File: src/rtl/spp_pkg.sv
// Shared types, codes and constants of the half-step positioner.
`default_nettype none
package spp_pkg;

    localparam int PositionBits = 16;
    localparam int QueueDepth   = 2;
    localparam int DivBits      = 16;

    localparam logic [2:0] CMD_TICK  = 3'd0;
    localparam logic [2:0] CMD_ABS   = 3'd1;
    localparam logic [2:0] CMD_REL   = 3'd2;
    localparam logic [2:0] CMD_TIMED = 3'd3;
    localparam logic [2:0] CMD_LOAD  = 3'd4;

    localparam logic [1:0] ST_OK     = 2'd0;
    localparam logic [1:0] ST_MOVING = 2'd1;
    localparam logic [1:0] ST_RANGE  = 2'd2;
    localparam logic [1:0] ST_BUSY   = 2'd3;

    localparam logic [1:0] REG_MIN_POS   = 2'd0;
    localparam logic [1:0] REG_MAX_POS   = 2'd1;
    localparam logic [1:0] REG_DWELL     = 2'd2;
    localparam logic [1:0] REG_STEP_DLY  = 2'd3;

    localparam logic [15:0] MinPosReset    = 16'd0;
    localparam logic [15:0] MaxPosReset    = 16'hFFFF;
    localparam logic [15:0] DwellReset     = 16'd1000;
    localparam logic [3:0]  StepDelayReset = 4'd1;

    typedef enum logic [2:0] {
        K_TICK,
        K_ABS,
        K_REL,
        K_LOAD,
        K_NOP
    } t_kind;

    typedef struct packed {
        t_kind       kind;
        logic [15:0] target;
        logic [15:0] steps;
        logic        inward;
    } t_item;

    typedef struct packed {
        logic [15:0] min_pos;
        logic [15:0] max_pos;
        logic [15:0] dwell;
        logic [3:0]  step_delay;
    } t_cfg;

    function automatic logic [3:0] half_step(input logic [2:0] ph);
        logic [3:0] c;
        unique case (ph)
            3'd0:    c = 4'd8;
            3'd1:    c = 4'd12;
            3'd2:    c = 4'd4;
            3'd3:    c = 4'd6;
            3'd4:    c = 4'd2;
            3'd5:    c = 4'd3;
            3'd6:    c = 4'd1;
            default: c = 4'd9;
        endcase
        return c;
    endfunction

endpackage
`default_nettype wire

File: src/rtl/spp_queue.sv
// Small FIFO of classified commands between front and back.
`default_nettype none
module spp_queue (
    input  wire                 i_clk,
    input  wire                 i_rst_n,
    input  wire                 i_push,
    input  spp_pkg::t_item      i_item,
    output logic                o_full,
    input  wire                 i_pop,
    output logic                o_valid,
    output spp_pkg::t_item      o_item
);
    import spp_pkg::*;

    localparam int PtrBits = (QueueDepth > 1) ? $clog2(QueueDepth) : 1;
    localparam int CntBits = $clog2(QueueDepth + 1);

    t_item               r_mem [QueueDepth];
    logic [PtrBits-1:0]  r_wr_ptr;
    logic [PtrBits-1:0]  r_rd_ptr;
    logic [CntBits-1:0]  r_count;

    assign o_full  = (r_count == CntBits'(QueueDepth));
    assign o_valid = (r_count != '0);
    assign o_item  = r_mem[r_rd_ptr];

    always_ff @(posedge i_clk) begin
        if (i_push) begin
            r_mem[r_wr_ptr] <= i_item;
        end
    end

    always_ff @(posedge i_clk) begin
        if (!i_rst_n) begin
            r_wr_ptr <= '0;
            r_rd_ptr <= '0;
            r_count  <= '0;
        end else begin
            if (i_push) begin
                r_wr_ptr <= (r_wr_ptr == PtrBits'(QueueDepth - 1)) ? '0 : r_wr_ptr + 1'b1;
            end
            if (i_pop) begin
                r_rd_ptr <= (r_rd_ptr == PtrBits'(QueueDepth - 1)) ? '0 : r_rd_ptr + 1'b1;
            end
            if (i_push && !i_pop) begin
                r_count <= r_count + 1'b1;
            end else if (i_pop && !i_push) begin
                r_count <= r_count - 1'b1;
            end
        end
    end

endmodule
`default_nettype wire

File: src/rtl/spp_front.sv
// Command intake: classify beats and convert timed moves to step counts.
`default_nettype none
module spp_front (
    input  wire                 i_clk,
    input  wire                 i_rst_n,
    input  wire                 i_valid,
    output logic                o_ready,
    input  wire  [2:0]          i_cmd,
    input  wire  [15:0]         i_target,
    input  wire  [15:0]         i_amount,
    input  wire                 i_inward,
    input  wire  [15:0]         i_duration,
    input  wire  [3:0]          i_step_delay,
    input  wire                 i_q_full,
    output logic                o_push,
    output spp_pkg::t_item      o_item
);
    import spp_pkg::*;

    localparam int CntBits = $clog2(DivBits);

    typedef enum logic {
        S_IDLE,
        S_DIV
    } t_state;

    t_state              r_state;
    logic [DivBits-1:0]  r_quo;
    logic [3:0]          r_rem;
    logic [3:0]          r_div;
    logic [CntBits-1:0]  r_cnt;
    logic [15:0]         r_target;
    logic                r_inward;

    logic                accept;
    logic                div_last;
    logic [4:0]          rem_sh;
    logic                ge;
    logic [3:0]          n_rem;
    logic [DivBits-1:0]  n_quo;
    t_kind               kind;

    assign o_ready  = (r_state == S_IDLE) && !i_q_full;
    assign accept   = i_valid && o_ready;
    assign div_last = (r_state == S_DIV) && (r_cnt == CntBits'(DivBits - 1));

    assign rem_sh = {r_rem, r_quo[DivBits-1]};
    assign ge     = (rem_sh >= {1'b0, r_div});
    assign n_rem  = ge ? 4'(rem_sh - {1'b0, r_div}) : rem_sh[3:0];
    assign n_quo  = {r_quo[DivBits-2:0], ge};

    always_comb begin
        unique case (i_cmd)
            CMD_TICK:         kind = K_TICK;
            CMD_ABS:          kind = K_ABS;
            CMD_REL:          kind = K_REL;
            CMD_LOAD:         kind = K_LOAD;
            default:          kind = K_NOP;
        endcase
    end

    always_comb begin
        o_push = (accept && (i_cmd != CMD_TIMED)) || div_last;
        if (r_state == S_DIV) begin
            o_item.kind   = K_REL;
            o_item.target = r_target;
            o_item.steps  = n_quo;
            o_item.inward = r_inward;
        end else begin
            o_item.kind   = kind;
            o_item.target = i_target;
            o_item.steps  = i_amount;
            o_item.inward = i_inward;
        end
    end

    always_ff @(posedge i_clk) begin
        if (!i_rst_n) begin
            r_state <= S_IDLE;
            r_cnt   <= '0;
        end else begin
            unique case (r_state)
                S_IDLE: begin
                    if (accept && (i_cmd == CMD_TIMED)) begin
                        r_state  <= S_DIV;
                        r_cnt    <= '0;
                        r_quo    <= i_duration;
                        r_rem    <= '0;
                        r_div    <= (i_step_delay == '0) ? 4'd1 : i_step_delay;
                        r_target <= i_target;
                        r_inward <= i_inward;
                    end
                end
                S_DIV: begin
                    r_quo <= n_quo;
                    r_rem <= n_rem;
                    r_cnt <= r_cnt + 1'b1;
                    if (div_last) begin
                        r_state <= S_IDLE;
                    end
                end
                default: r_state <= S_IDLE;
            endcase
        end
    end

endmodule
`default_nettype wire

File: src/rtl/spp_exec.sv
// Move engine: position tracking, half-step sequencing and result register.
`default_nettype none
module spp_exec #(
    parameter int P = spp_pkg::PositionBits
) (
    input  wire                 i_clk,
    input  wire                 i_rst_n,
    input  spp_pkg::t_cfg       i_cfg,
    input  wire                 i_q_valid,
    input  spp_pkg::t_item      i_item,
    output logic                o_pop,
    output logic                o_valid,
    input  wire                 i_ready,
    output logic [23:0]         o_data
);
    import spp_pkg::*;

    localparam int W = ((P > 16) ? P : 16) + 2;

    logic [P-1:0]  r_cur, n_cur;
    logic [P-1:0]  r_goal, n_goal;
    logic [2:0]    r_phase, n_phase;
    logic [15:0]   r_dwell, n_dwell;
    logic          r_busy, n_busy;
    logic          r_going_in, n_going_in;
    logic          r_out_valid;
    logic [1:0]    r_status, n_status;
    logic [15:0]   r_pos, n_pos;
    logic [3:0]    r_coils, n_coils;
    logic          r_moving, n_moving;
    logic          r_done, n_done;

    logic [W-1:0]  cur_w;
    logic [W-1:0]  abs_w;
    logic [W-1:0]  cand;
    logic          bad;
    logic [15:0]   dw;
    logic [16:0]   dwell_inc;
    logic [P-1:0]  cur_step;

    assign o_pop   = i_q_valid && (!r_out_valid || i_ready);
    assign o_valid = r_out_valid;
    assign o_data  = {r_done, r_moving, r_coils, r_pos, r_status};

    assign cur_w = W'(r_cur);
    assign abs_w = W'(i_item.target);

    always_comb begin
        if (i_item.kind == K_ABS) begin
            cand = abs_w;
        end else if (i_item.inward) begin
            cand = cur_w - W'(i_item.steps);
        end else begin
            cand = cur_w + W'(i_item.steps);
        end
    end

    assign bad = cand[W-1] || (|cand[W-2:P]) ||
                 (cand < W'(i_cfg.min_pos)) || (cand > W'(i_cfg.max_pos));

    assign dw        = (i_cfg.dwell == '0) ? 16'd1 : i_cfg.dwell;
    assign dwell_inc = 17'(r_dwell) + 17'd1;
    assign cur_step  = r_going_in ? r_cur - 1'b1 : r_cur + 1'b1;

    always_comb begin
        n_cur      = r_cur;
        n_goal     = r_goal;
        n_phase    = r_phase;
        n_dwell    = r_dwell;
        n_busy     = r_busy;
        n_going_in = r_going_in;
        n_status   = ST_OK;
        n_coils    = '0;
        n_done     = 1'b0;
        case (i_item.kind)
            K_ABS, K_REL: begin
                if (r_busy) begin
                    n_status = ST_BUSY;
                end else if (bad) begin
                    n_status = ST_RANGE;
                end else if (cand[P-1:0] == r_cur) begin
                    n_done = 1'b1;
                end else begin
                    n_goal     = cand[P-1:0];
                    n_going_in = (cand[P-1:0] < r_cur);
                    n_phase    = '0;
                    n_dwell    = '0;
                    n_busy     = 1'b1;
                    n_status   = ST_MOVING;
                end
            end
            K_LOAD: begin
                if (r_busy) begin
                    n_status = ST_BUSY;
                end else begin
                    n_cur = abs_w[P-1:0];
                end
            end
            K_TICK: begin
                if (r_busy) begin
                    n_coils  = half_step(r_going_in ? r_phase : ~r_phase);
                    n_status = ST_MOVING;
                    n_dwell  = dwell_inc[15:0];
                    if (dwell_inc >= 17'(dw)) begin
                        n_dwell = '0;
                        if (r_phase == 3'd7) begin
                            n_phase = '0;
                            n_cur   = cur_step;
                            if (cur_step == r_goal) begin
                                n_busy   = 1'b0;
                                n_done   = 1'b1;
                                n_status = ST_OK;
                            end
                        end else begin
                            n_phase = r_phase + 1'b1;
                        end
                    end
                end
            end
            default: begin
                n_status = r_busy ? ST_MOVING : ST_OK;
            end
        endcase
        n_pos    = W'(n_cur) >> 0 == '0 ? 16'd0 : 16'(W'(n_cur));
        n_moving = n_busy;
    end

    always_ff @(posedge i_clk) begin
        if (!i_rst_n) begin
            r_cur       <= '0;
            r_goal      <= '0;
            r_phase     <= '0;
            r_dwell     <= '0;
            r_busy      <= 1'b0;
            r_going_in  <= 1'b0;
            r_out_valid <= 1'b0;
        end else begin
            if (o_pop) begin
                r_cur      <= n_cur;
                r_goal     <= n_goal;
                r_phase    <= n_phase;
                r_dwell    <= n_dwell;
                r_busy     <= n_busy;
                r_going_in <= n_going_in;
                r_out_valid <= 1'b1;
            end else if (i_ready) begin
                r_out_valid <= 1'b0;
            end
        end
    end

    always_ff @(posedge i_clk) begin
        if (o_pop) begin
            r_status <= n_status;
            r_pos    <= n_pos;
            r_coils  <= n_coils;
            r_moving <= n_moving;
            r_done   <= n_done;
        end
    end

endmodule
`default_nettype wire

File: src/rtl/stepper_half_step_positioner.sv
// Top level of the half-step stepper positioner.
// Input beats on the s_axis channel carry one command each: tuser holds cmd
// (tick, move absolute, move relative, move timed, load position) and tdata
// the target, amount, direction and duration. Every input beat yields exactly
// one result beat on the m_axis channel with status, position, coil drive,
// moving and done flags, in command order.
// The front end accepts a beat and queues it; a timed move first runs a
// restoring divide of duration by the step delay, one quotient bit a cycle,
// and holds s_axis_tready low until the divide is done. The back end retires
// one queued command per cycle into the output register while the receiver
// takes results, so each result passes the queue and then the output register.
// Sustained rate: one beat per cycle for non-timed commands while the
// receiver keeps up; a timed move holds off the next beat until its divide ends.
// When the receiver stalls, the result register holds, the two-entry queue
// fills, and s_axis_tready drops; nothing is lost.
// A synchronous reset clears position, move state and queue, and loads the
// defaults min 0, max 65535, dwell 1000 ticks, step delay 1 ms. Registers are
// written through i_cfg_*; the user must do so only while idle, unenforced.
`default_nettype none
module stepper_half_step_positioner #(
    parameter int POSITION_BITS = spp_pkg::PositionBits
) (
    input  wire         i_clk,
    input  wire         i_rst_n,
    input  wire         s_axis_tvalid,
    output logic        s_axis_tready,
    // target[15:0], amount[31:16], inward[32], duration[48:33], zero[55:49]
    input  wire  [55:0] s_axis_tdata,
    // cmd[2:0]
    input  wire  [2:0]  s_axis_tuser,
    output logic        m_axis_tvalid,
    input  wire         m_axis_tready,
    // status[1:0], position[17:2], coils[21:18], moving[22], done_res[23]
    output logic [23:0] m_axis_tdata,
    input  wire         i_cfg_we,
    input  wire  [1:0]  i_cfg_idx,
    input  wire  [15:0] i_cfg_data
);
    import spp_pkg::*;

    t_cfg   r_cfg;
    t_item  push_item;
    t_item  q_item;
    logic   push;
    logic   q_full;
    logic   q_valid;
    logic   pop;

    always_ff @(posedge i_clk) begin
        if (!i_rst_n) begin
            r_cfg.min_pos    <= MinPosReset;
            r_cfg.max_pos    <= MaxPosReset;
            r_cfg.dwell      <= DwellReset;
            r_cfg.step_delay <= StepDelayReset;
        end else if (i_cfg_we) begin
            unique case (i_cfg_idx)
                REG_MIN_POS:  r_cfg.min_pos    <= i_cfg_data;
                REG_MAX_POS:  r_cfg.max_pos    <= i_cfg_data;
                REG_DWELL:    r_cfg.dwell      <= i_cfg_data;
                REG_STEP_DLY: r_cfg.step_delay <= i_cfg_data[3:0];
                default:      r_cfg.dwell      <= r_cfg.dwell;
            endcase
        end
    end

    spp_front u_front (
        .i_clk        (i_clk),
        .i_rst_n      (i_rst_n),
        .i_valid      (s_axis_tvalid),
        .o_ready      (s_axis_tready),
        .i_cmd        (s_axis_tuser),
        .i_target     (s_axis_tdata[15:0]),
        .i_amount     (s_axis_tdata[31:16]),
        .i_inward     (s_axis_tdata[32]),
        .i_duration   (s_axis_tdata[48:33]),
        .i_step_delay (r_cfg.step_delay),
        .i_q_full     (q_full),
        .o_push       (push),
        .o_item       (push_item)
    );

    spp_queue u_queue (
        .i_clk   (i_clk),
        .i_rst_n (i_rst_n),
        .i_push  (push),
        .i_item  (push_item),
        .o_full  (q_full),
        .i_pop   (pop),
        .o_valid (q_valid),
        .o_item  (q_item)
    );

    spp_exec #(
        .P (POSITION_BITS)
    ) u_exec (
        .i_clk     (i_clk),
        .i_rst_n   (i_rst_n),
        .i_cfg     (r_cfg),
        .i_q_valid (q_valid),
        .i_item    (q_item),
        .o_pop     (pop),
        .o_valid   (m_axis_tvalid),
        .i_ready   (m_axis_tready),
        .o_data    (m_axis_tdata)
    );

endmodule
`default_nettype wire
File: config.mk
export PLATFORM = sky130hd
export DESIGN_NAME = stepper_half_step_positioner
export DESIGN_NICKNAME = d
export VERILOG_FILES = /design/src/rtl/spp_pkg.sv /design/src/rtl/spp_queue.sv /design/src/rtl/spp_front.sv /design/src/rtl/spp_exec.sv /design/src/rtl/stepper_half_step_positioner.sv
export SDC_FILE = /design/constraint.sdc
export NUM_CORES = 1
export LEC_CHECK = 0
export ABC_AREA = 1
export BUFFER_PORTS_ARGS = -buffer_cell sky130_fd_sc_hd__buf_4
export CORE_MARGIN = 8
export CORE_UTILIZATION = 55
export CTS_BUF_LIST = sky130_fd_sc_hd__clkbuf_4 sky130_fd_sc_hd__clkbuf_8
export DETAILED_ROUTE_END_ITERATION = 12
export PLACE_DENSITY_LB_ADDON = 0.2
export SYNTH_ARGS = -nofsm -noshare
export SYNTH_HDL_FRONTEND = slang
export SYNTH_SLANG_ARGS = --single-unit
File: constraint.sdc
create_clock -name i_clk -period 12.73 [get_ports i_clk]
set_input_delay 0.6365 -clock i_clk [delete_from_list [all_inputs] [get_ports i_clk]]
set_output_delay 0.6365 -clock i_clk [all_outputs]
set_load 0.02 [all_outputs]
**Yosys cells after proc, flatten, opt, wreduce, memory -nomap -nowiden**

Memory sizes are Yosys's and may differ from the RTL's. A register that Yosys moved wholly into a read port is not among the register bits.
Cells that the tools add are included.

- Equality and inequality tests: 28
- Reductions and logical operators: 39
- Mux-type cells: 71
- Add/subtract/negate cells: 12
- Order comparisons: 5
- Bitwise logic cells: 5

Operator list:

| kind | number |
|---|---|
| 16-bit 2-to-1 mux | 12 |
| 16-bit case mux with 2 select lines | 3 |
| 18-bit 2-to-1 mux | 2 |
| 36-bit 2-to-1 mux | 1 |
| 16-bit == test | 2 |
| 4-bit case mux with 7 select lines | 1 |
| 1-bit 2-to-1 mux | 27 |
| 3-bit 2-to-1 mux | 7 |
| 3-bit by 2-bit == test with 1-bit output, second input constant | 6 |
| 18-bit by 16-bit > comparator with 1-bit output | 1 |
| 18-bit zero test | 1 |
| 18-bit by 16-bit less-than comparator with 1-bit output | 1 |
| 16-bit by 1-bit adder with 17-bit output, second input constant | 1 |
| 16-bit by 16-bit adder with 17-bit output | 1 |
| 17-bit by 16-bit >= comparator with 1-bit output | 1 |
| 16-bit by 16-bit subtractor with 17-bit output | 1 |
| 16-bit by 1-bit adder with 16-bit output, second input constant | 1 |
| 16-bit zero test | 1 |
| 16-bit less-than comparator | 1 |
| 2-bit 2-to-1 mux | 8 |
| 4-bit case mux with 2 select lines | 2 |
| 16-bit by 1-bit subtractor with 16-bit output, second input constant | 1 |
| 3-bit == test, second input constant | 5 |
| 3-bit case mux with 4 select lines | 1 |
| other kinds (33) | 72 |

- Register bits: 180
- Bits in writable memories: 72
- Output and inout port bits: 26
- Memories: 1

Memories:

| memory | depth | width | read ports | clocked after memory_dff | wr ports | RTL line | RTL |
|---|---|---|---|---|---|---|---|
| u_queue.r_mem | 2 | 36 | 1 | 1 | 1 | spp_queue.sv:18 | `t_item r_mem [QueueDepth];` |

**Depth between registers and ports, before layout**

- Word-level depth: 10
- Depth in mapped cells: 39

**By module**

Synthesis repeated with hierarchy kept, for this count alone.

- Cells, all modules: 2068
- Area, all modules: 16256.8 sq um

Modules (own cells, without submodules):

| module | area an instance (sq um) | sequential area each (sq um) | cells an instance | instances |
|---|---|---|---|---|
| spp_exec | 8809.7 | 1801.7 | 1355 | 1 |
| spp_queue | 2979.1 | 2262.2 | 147 | 1 |
| spp_front | 2337.2 | 1331.3 | 272 | 1 |
| stepper_half_step_positioner | 2130.8 | 1041.0 | 294 | 1 |

**Least setup slack after synthesis**

OpenSTA, ideal clock, no wires.

- Path type: reg-to-reg
- Start: register (tool-made name)
- End: register u_exec.r_goal[9]
- Setup time: 114 ps
- Stages on the path, launching flop included: 33
- Arrival time: 4332 ps
- Slack: 8284 ps
- Cell sequence: dfxtp_1 > inv_1 > clkbuf_1 > clkbuf_1 > or2_2 > o21ai_0 > inv_1 > fa_1 > nand3_1 > nand3_1 > a21oi_1 > o21ai_0 > nand2_1 > nand2_1 > a21oi_1 > xor2_1 > nand2_1 > nand3_1 > o21ai_0 > ha_1 > nand2_1 > o21ai_0 > a221oi_1 > nand2_1 > nand2_1 > nand2_1 > inv_2 > nand3_4 > nor2_4 > nand2_4 > buf_6 > o21ai_1 > nor2_1

RTL lines:

| item | RTL line | RTL |
|---|---|---|
| end signal, assigned | spp_exec.sv:140 | `r_goal <= n_goal;` |
| end, declared | spp_exec.sv:21 | `logic [P-1:0] r_goal, n_goal;` |

==> reports/qor.log <==
[critical_path] Reg2Reg Depth 30
[grt] pin count of the biggest net entering global routing 79
[critical_path] Worst setup endpoint u_exec.r_goal[9]
[critical_path] CP required 13.16 ns
[clock_tree] Root Driver sky130_fd_sc_hd__clkbuf_8
[timing] Final Hold Vio Count 0
[drt] Vias 13,490
[logic_synthesis] number of storage elements in the synthesis netlist 253
[drt] vias per cell 5.399
[power_and_ir_drop] cell-internal power 0.002344 W
[logic_synthesis] share of synthesized registers carrying an async set or reset 0
[timing] max-slew violation total from the final report 0
[power_and_ir_drop] switching share of total power 0.4915
[layout] antenna cells 0
[power_and_ir_drop] fraction of power consumed by the clock network 0.153
[logic_synthesis] complex-gate fraction of the synthesized area 0.1219
[min_path] type of the most critical hold path input port to register
[grt] global-route wire length before repair 65,020 um
[logic_synthesis] main combinational cell family by area after synthesis simple AND/OR/NAND/NOR gates
[critical_path] r2r endpoint u_exec.r_goal[9]
[logic_synthesis] netlist area before placement 0.01553 mm2
[layout] layout cell share with drive strength beyond 1 0.1217
[logic_synthesis] top cells by area in the synthesized netlist sky130_fd_sc_hd__edfxtp_1 (26%), sky130_fd_sc_hd__dfxtp_1 (15%), sky130_fd_sc_hd__nand2_1 (13%)
[critical_path] critical path launch point type register
[die] die width 184.0 um
[logic_synthesis] average footprint of a synthesized cell 7.761 um2
[logic_synthesis] Post-Synthesis Net Count 2,206
[logic_synthesis] area share of xor/xnor cells in the synthesized design 0.01917
[critical_path] worst stage delay on the critical path 0.46 ns
[layout] core occupancy in the finished layout 0.6257
[die] starting utilization of the core area 0.5590
[drt] First-pass DRT Iterations 5
[logic_synthesis] count of synthesis-stage warnings from yosys 0
[logic_synthesis] synthesized instance count 2,001
[power_and_ir_drop] Gate power share 0.589
[timing] final setup skew 0.04273 ns
[placed_design] Port Buffer Count 100
[drt] ANT nets after route 0
[critical_path] cell type with the highest occurrence count on the critical path sky130_fd_sc_hd__nand2_1
[critical_path] number of stages on the worst setup path 30
[grt] overall overflow remaining after global route 0
[power_and_ir_drop] P_sw 0.002266 W
[clock_tree] TritonCTS Buffers 45
[timing] Worst Max-Slew Pin Slew 1.134 ns
[die] die extent in y 184.0 um
[logic_synthesis] proportion of synthesized chip area in sequential cells 0.4144
[clock_tree] cts hold-fix bufs 0
[logic_synthesis] post-synthesis cell type with the largest combined area sky130_fd_sc_hd__edfxtp_1
[die] number of placed I/O pins 108
[drt] DR DRC count 0
[clock_tree] CTS Sinks 253
[power_and_ir_drop] Power Density 265.2 mW/mm2
[critical_path] type of the worst setup path register to register
[drt] Detailed Route Iter0 Violations 1,087
[clock_tree] clock-pin slew of the registers on the worst-case setup and hold paths 0.06 ns
[grt] Global Route Usage Sum 0.2370
[clock_tree] source-to-sink clock delay at the later pin of the worst-skew pair 0.57 ns
[layout] commonest non-fill, non-tap cell in the layout sky130_fd_sc_hd__nand2_1
[timing] worst hold margin 0.2744 ns
[logic_synthesis] post-synthesis adder-cell area fraction 0.1010
[layout] nets 2,297
[die] Placeable Area 0.02778 mm2
[critical_path] slowest stage cell, crit path sky130_fd_sc_hd__fa_1
[critical_path] Register-to-Register Setup Slack 6.63 ns
[clock_tree] Resize count post-CTS 0
[logic_synthesis] number of different library cells in the post-synthesis netlist 54
[clock_tree] number of buffers inserted by post-CTS setup repair 0
[timing] Relative slew margins 0.2359
[job] max-cap check violation count 0
[power_and_ir_drop] IR Drop Worst-Case VDD 0.0001131 V
[outcome] outcome complete, no violations
[grt] antenna violations before repair 0
[timing] setup-violating endpoint count in the final report 0
[grt] via count of the first global-routing pass 12,930
[placed_design] Final HPWL DP 30,150 um
[clock_tree] H-Tree Depth 2
[logic_synthesis] simple-gate area share of the yosys netlist 0.2559
[timing] setup repair after global routing missed its margin no
[logic_synthesis] number of synthesized flops with an enable pin 137
[logic_synthesis] top cell type's share of synthesized area 0.2649
[placed_design] GP Congestion 0.9311
[timing] Setup TNS 0 ns
[layout] top library cells by usage in the layout, fill and taps aside sky130_fd_sc_hd__nand2_1 (545), sky130_fd_sc_hd__inv_1 (252), sky130_fd_sc_hd__a21oi_1 (152)
[die] die outline area 0.03387 mm2
[drt] routed wirelength normalized by instance count 16.11 um
[die] std cell rows 61
[power_and_ir_drop] Lkg Pwr 8.146 nW
[logic_synthesis] Synth Flop Type sky130_fd_sc_hd__edfxtp_1
[power_and_ir_drop] sequential power share 0.258
[placed_design] worst setup slack before clock tree synthesis 6.686 ns
[timing] post-layout minimum cycle time 6.105 ns
[timing] share of the cycle needed by the critical path after routing 0.4795
[timing] smallest setup slack after layout 6.625 ns
[layout] Area Overhead vs Synth 11.92%
[critical_path] critical path's top delay family simple AND/OR/NAND/NOR gates
[critical_path] Worst Path Buf+Inv 5
[critical_path] worst-path fanout max 38
[critical_path] Critical Path AT 6.54 ns
[timing] highest clock rate 163.8 MHz
[clock_tree] TritonCTS clock tree built
[logic_synthesis] mux contribution to synthesized area 0.001934
[clock_tree] buffer depth of the longest clock path 3
[drt] total wirelength of the detailed-routed design 40,250 um
[critical_path] crit path capture type register
kinds of logic after synthesis:
family,Yosys count
xor gates and xnor gates,34
and+or+nand+nor,914
buffers and inverters,334
AOI/OAI and AO/OA,340
DFF,253
muxes,3
adders and majority gates,123
through the flow:
step / instance area (um2) / total power, W / instances
2_1_floorplan: 15530 / 0.003081 / 2001
3_3_place_gp: 16560 / 0.003800 / 2423
3_5_place_dp: 16560 / 0.003876 / 2423
4_1_cts: 17380 / 0.004596 / 2498
5_1_grt: 17380 / 0.005009 / 2498
6_report: 17380 / 0.004610 / 2498
cell usage after synthesis, drive strengths merged, types with 8 or more instances:
library cell and instances:
nand2 556, inv 259, a21oi 154, nor2 143, edfxtp 137, o21ai 123, ha 119, dfxtp 116
nand3 111, clkbuf 49, nand4 42, o211ai 28, xor2 28, nor3 26, buf 24, or2 19
nand3b 9, o22ai 8
power groups by stage:
stage          Combinational (W)  Sequential, W  Clock (W)
2_1_floorplan            0.00188        0.00120          0
3_3_place_gp             0.00261        0.00119          0
3_5_place_dp             0.00268        0.00120          0
4_1_cts                  0.00269        0.00118   0.000722
5_1_grt                  0.00305        0.00120   0.000756
6_report                 0.00272        0.00119   0.000706
how the worst min path moves through the flow:
stage	slack [ns]	end	start	depth (start not counted)
floorplan	0.43	register	u_queue.r_rd_ptr	1
global placement	0.44	u_queue.r_rd_ptr	u_queue.r_rd_ptr	1
global route	0.24	u_front.r_target[9]	s_axis_tdata[9]	1
finish	0.27	u_front.r_target[2]	s_axis_tdata[2]	1
detailed placement	0.44	u_queue.r_rd_ptr	u_queue.r_rd_ptr	1
CTS	0.24	u_front.r_target[1]	s_axis_tdata[1]	1
area by class of cell:
cell class,count,area [um2]
Clock buffer,61,752.0
Clock inverter,14,67.56
Fill cell,2548,10400
Inverter,261,982.2
Multi-Input combinational cell,1414,7792
Sequential cell,253,6436
Tap cell,378,473.0
Timing Repair Buffer,117,878.3
registers in the layout, indices dropped and copies added, names as in the netlist, 2 cells and up, named ones only:
register	cells
u_queue.r_mem	72
r_cfg	52
u_exec.r_cur	16
u_exec.r_dwell	16
u_exec.r_goal	16
u_exec.r_pos	16
u_front.r_quo	16
u_front.r_target	16
u_exec.r_coils	4
u_front.r_cnt	4
u_front.r_div	4
u_front.r_rem	4
u_exec.r_phase	3
u_exec.r_status	2
u_queue.r_count	2
layer usage:
metal / wire (um) / vias to the layer above / global-route usage
met4: 1103 / 0 / 0.07777
met5: 0 / - / 0
met2: 18560 / 380 / 0.3900
met1: 18270 / 6232 / 0.3144
met3: 2319 / 64 / 0.03814
li1: - / 6810 / -
Power figures use the tool's default switching activity.
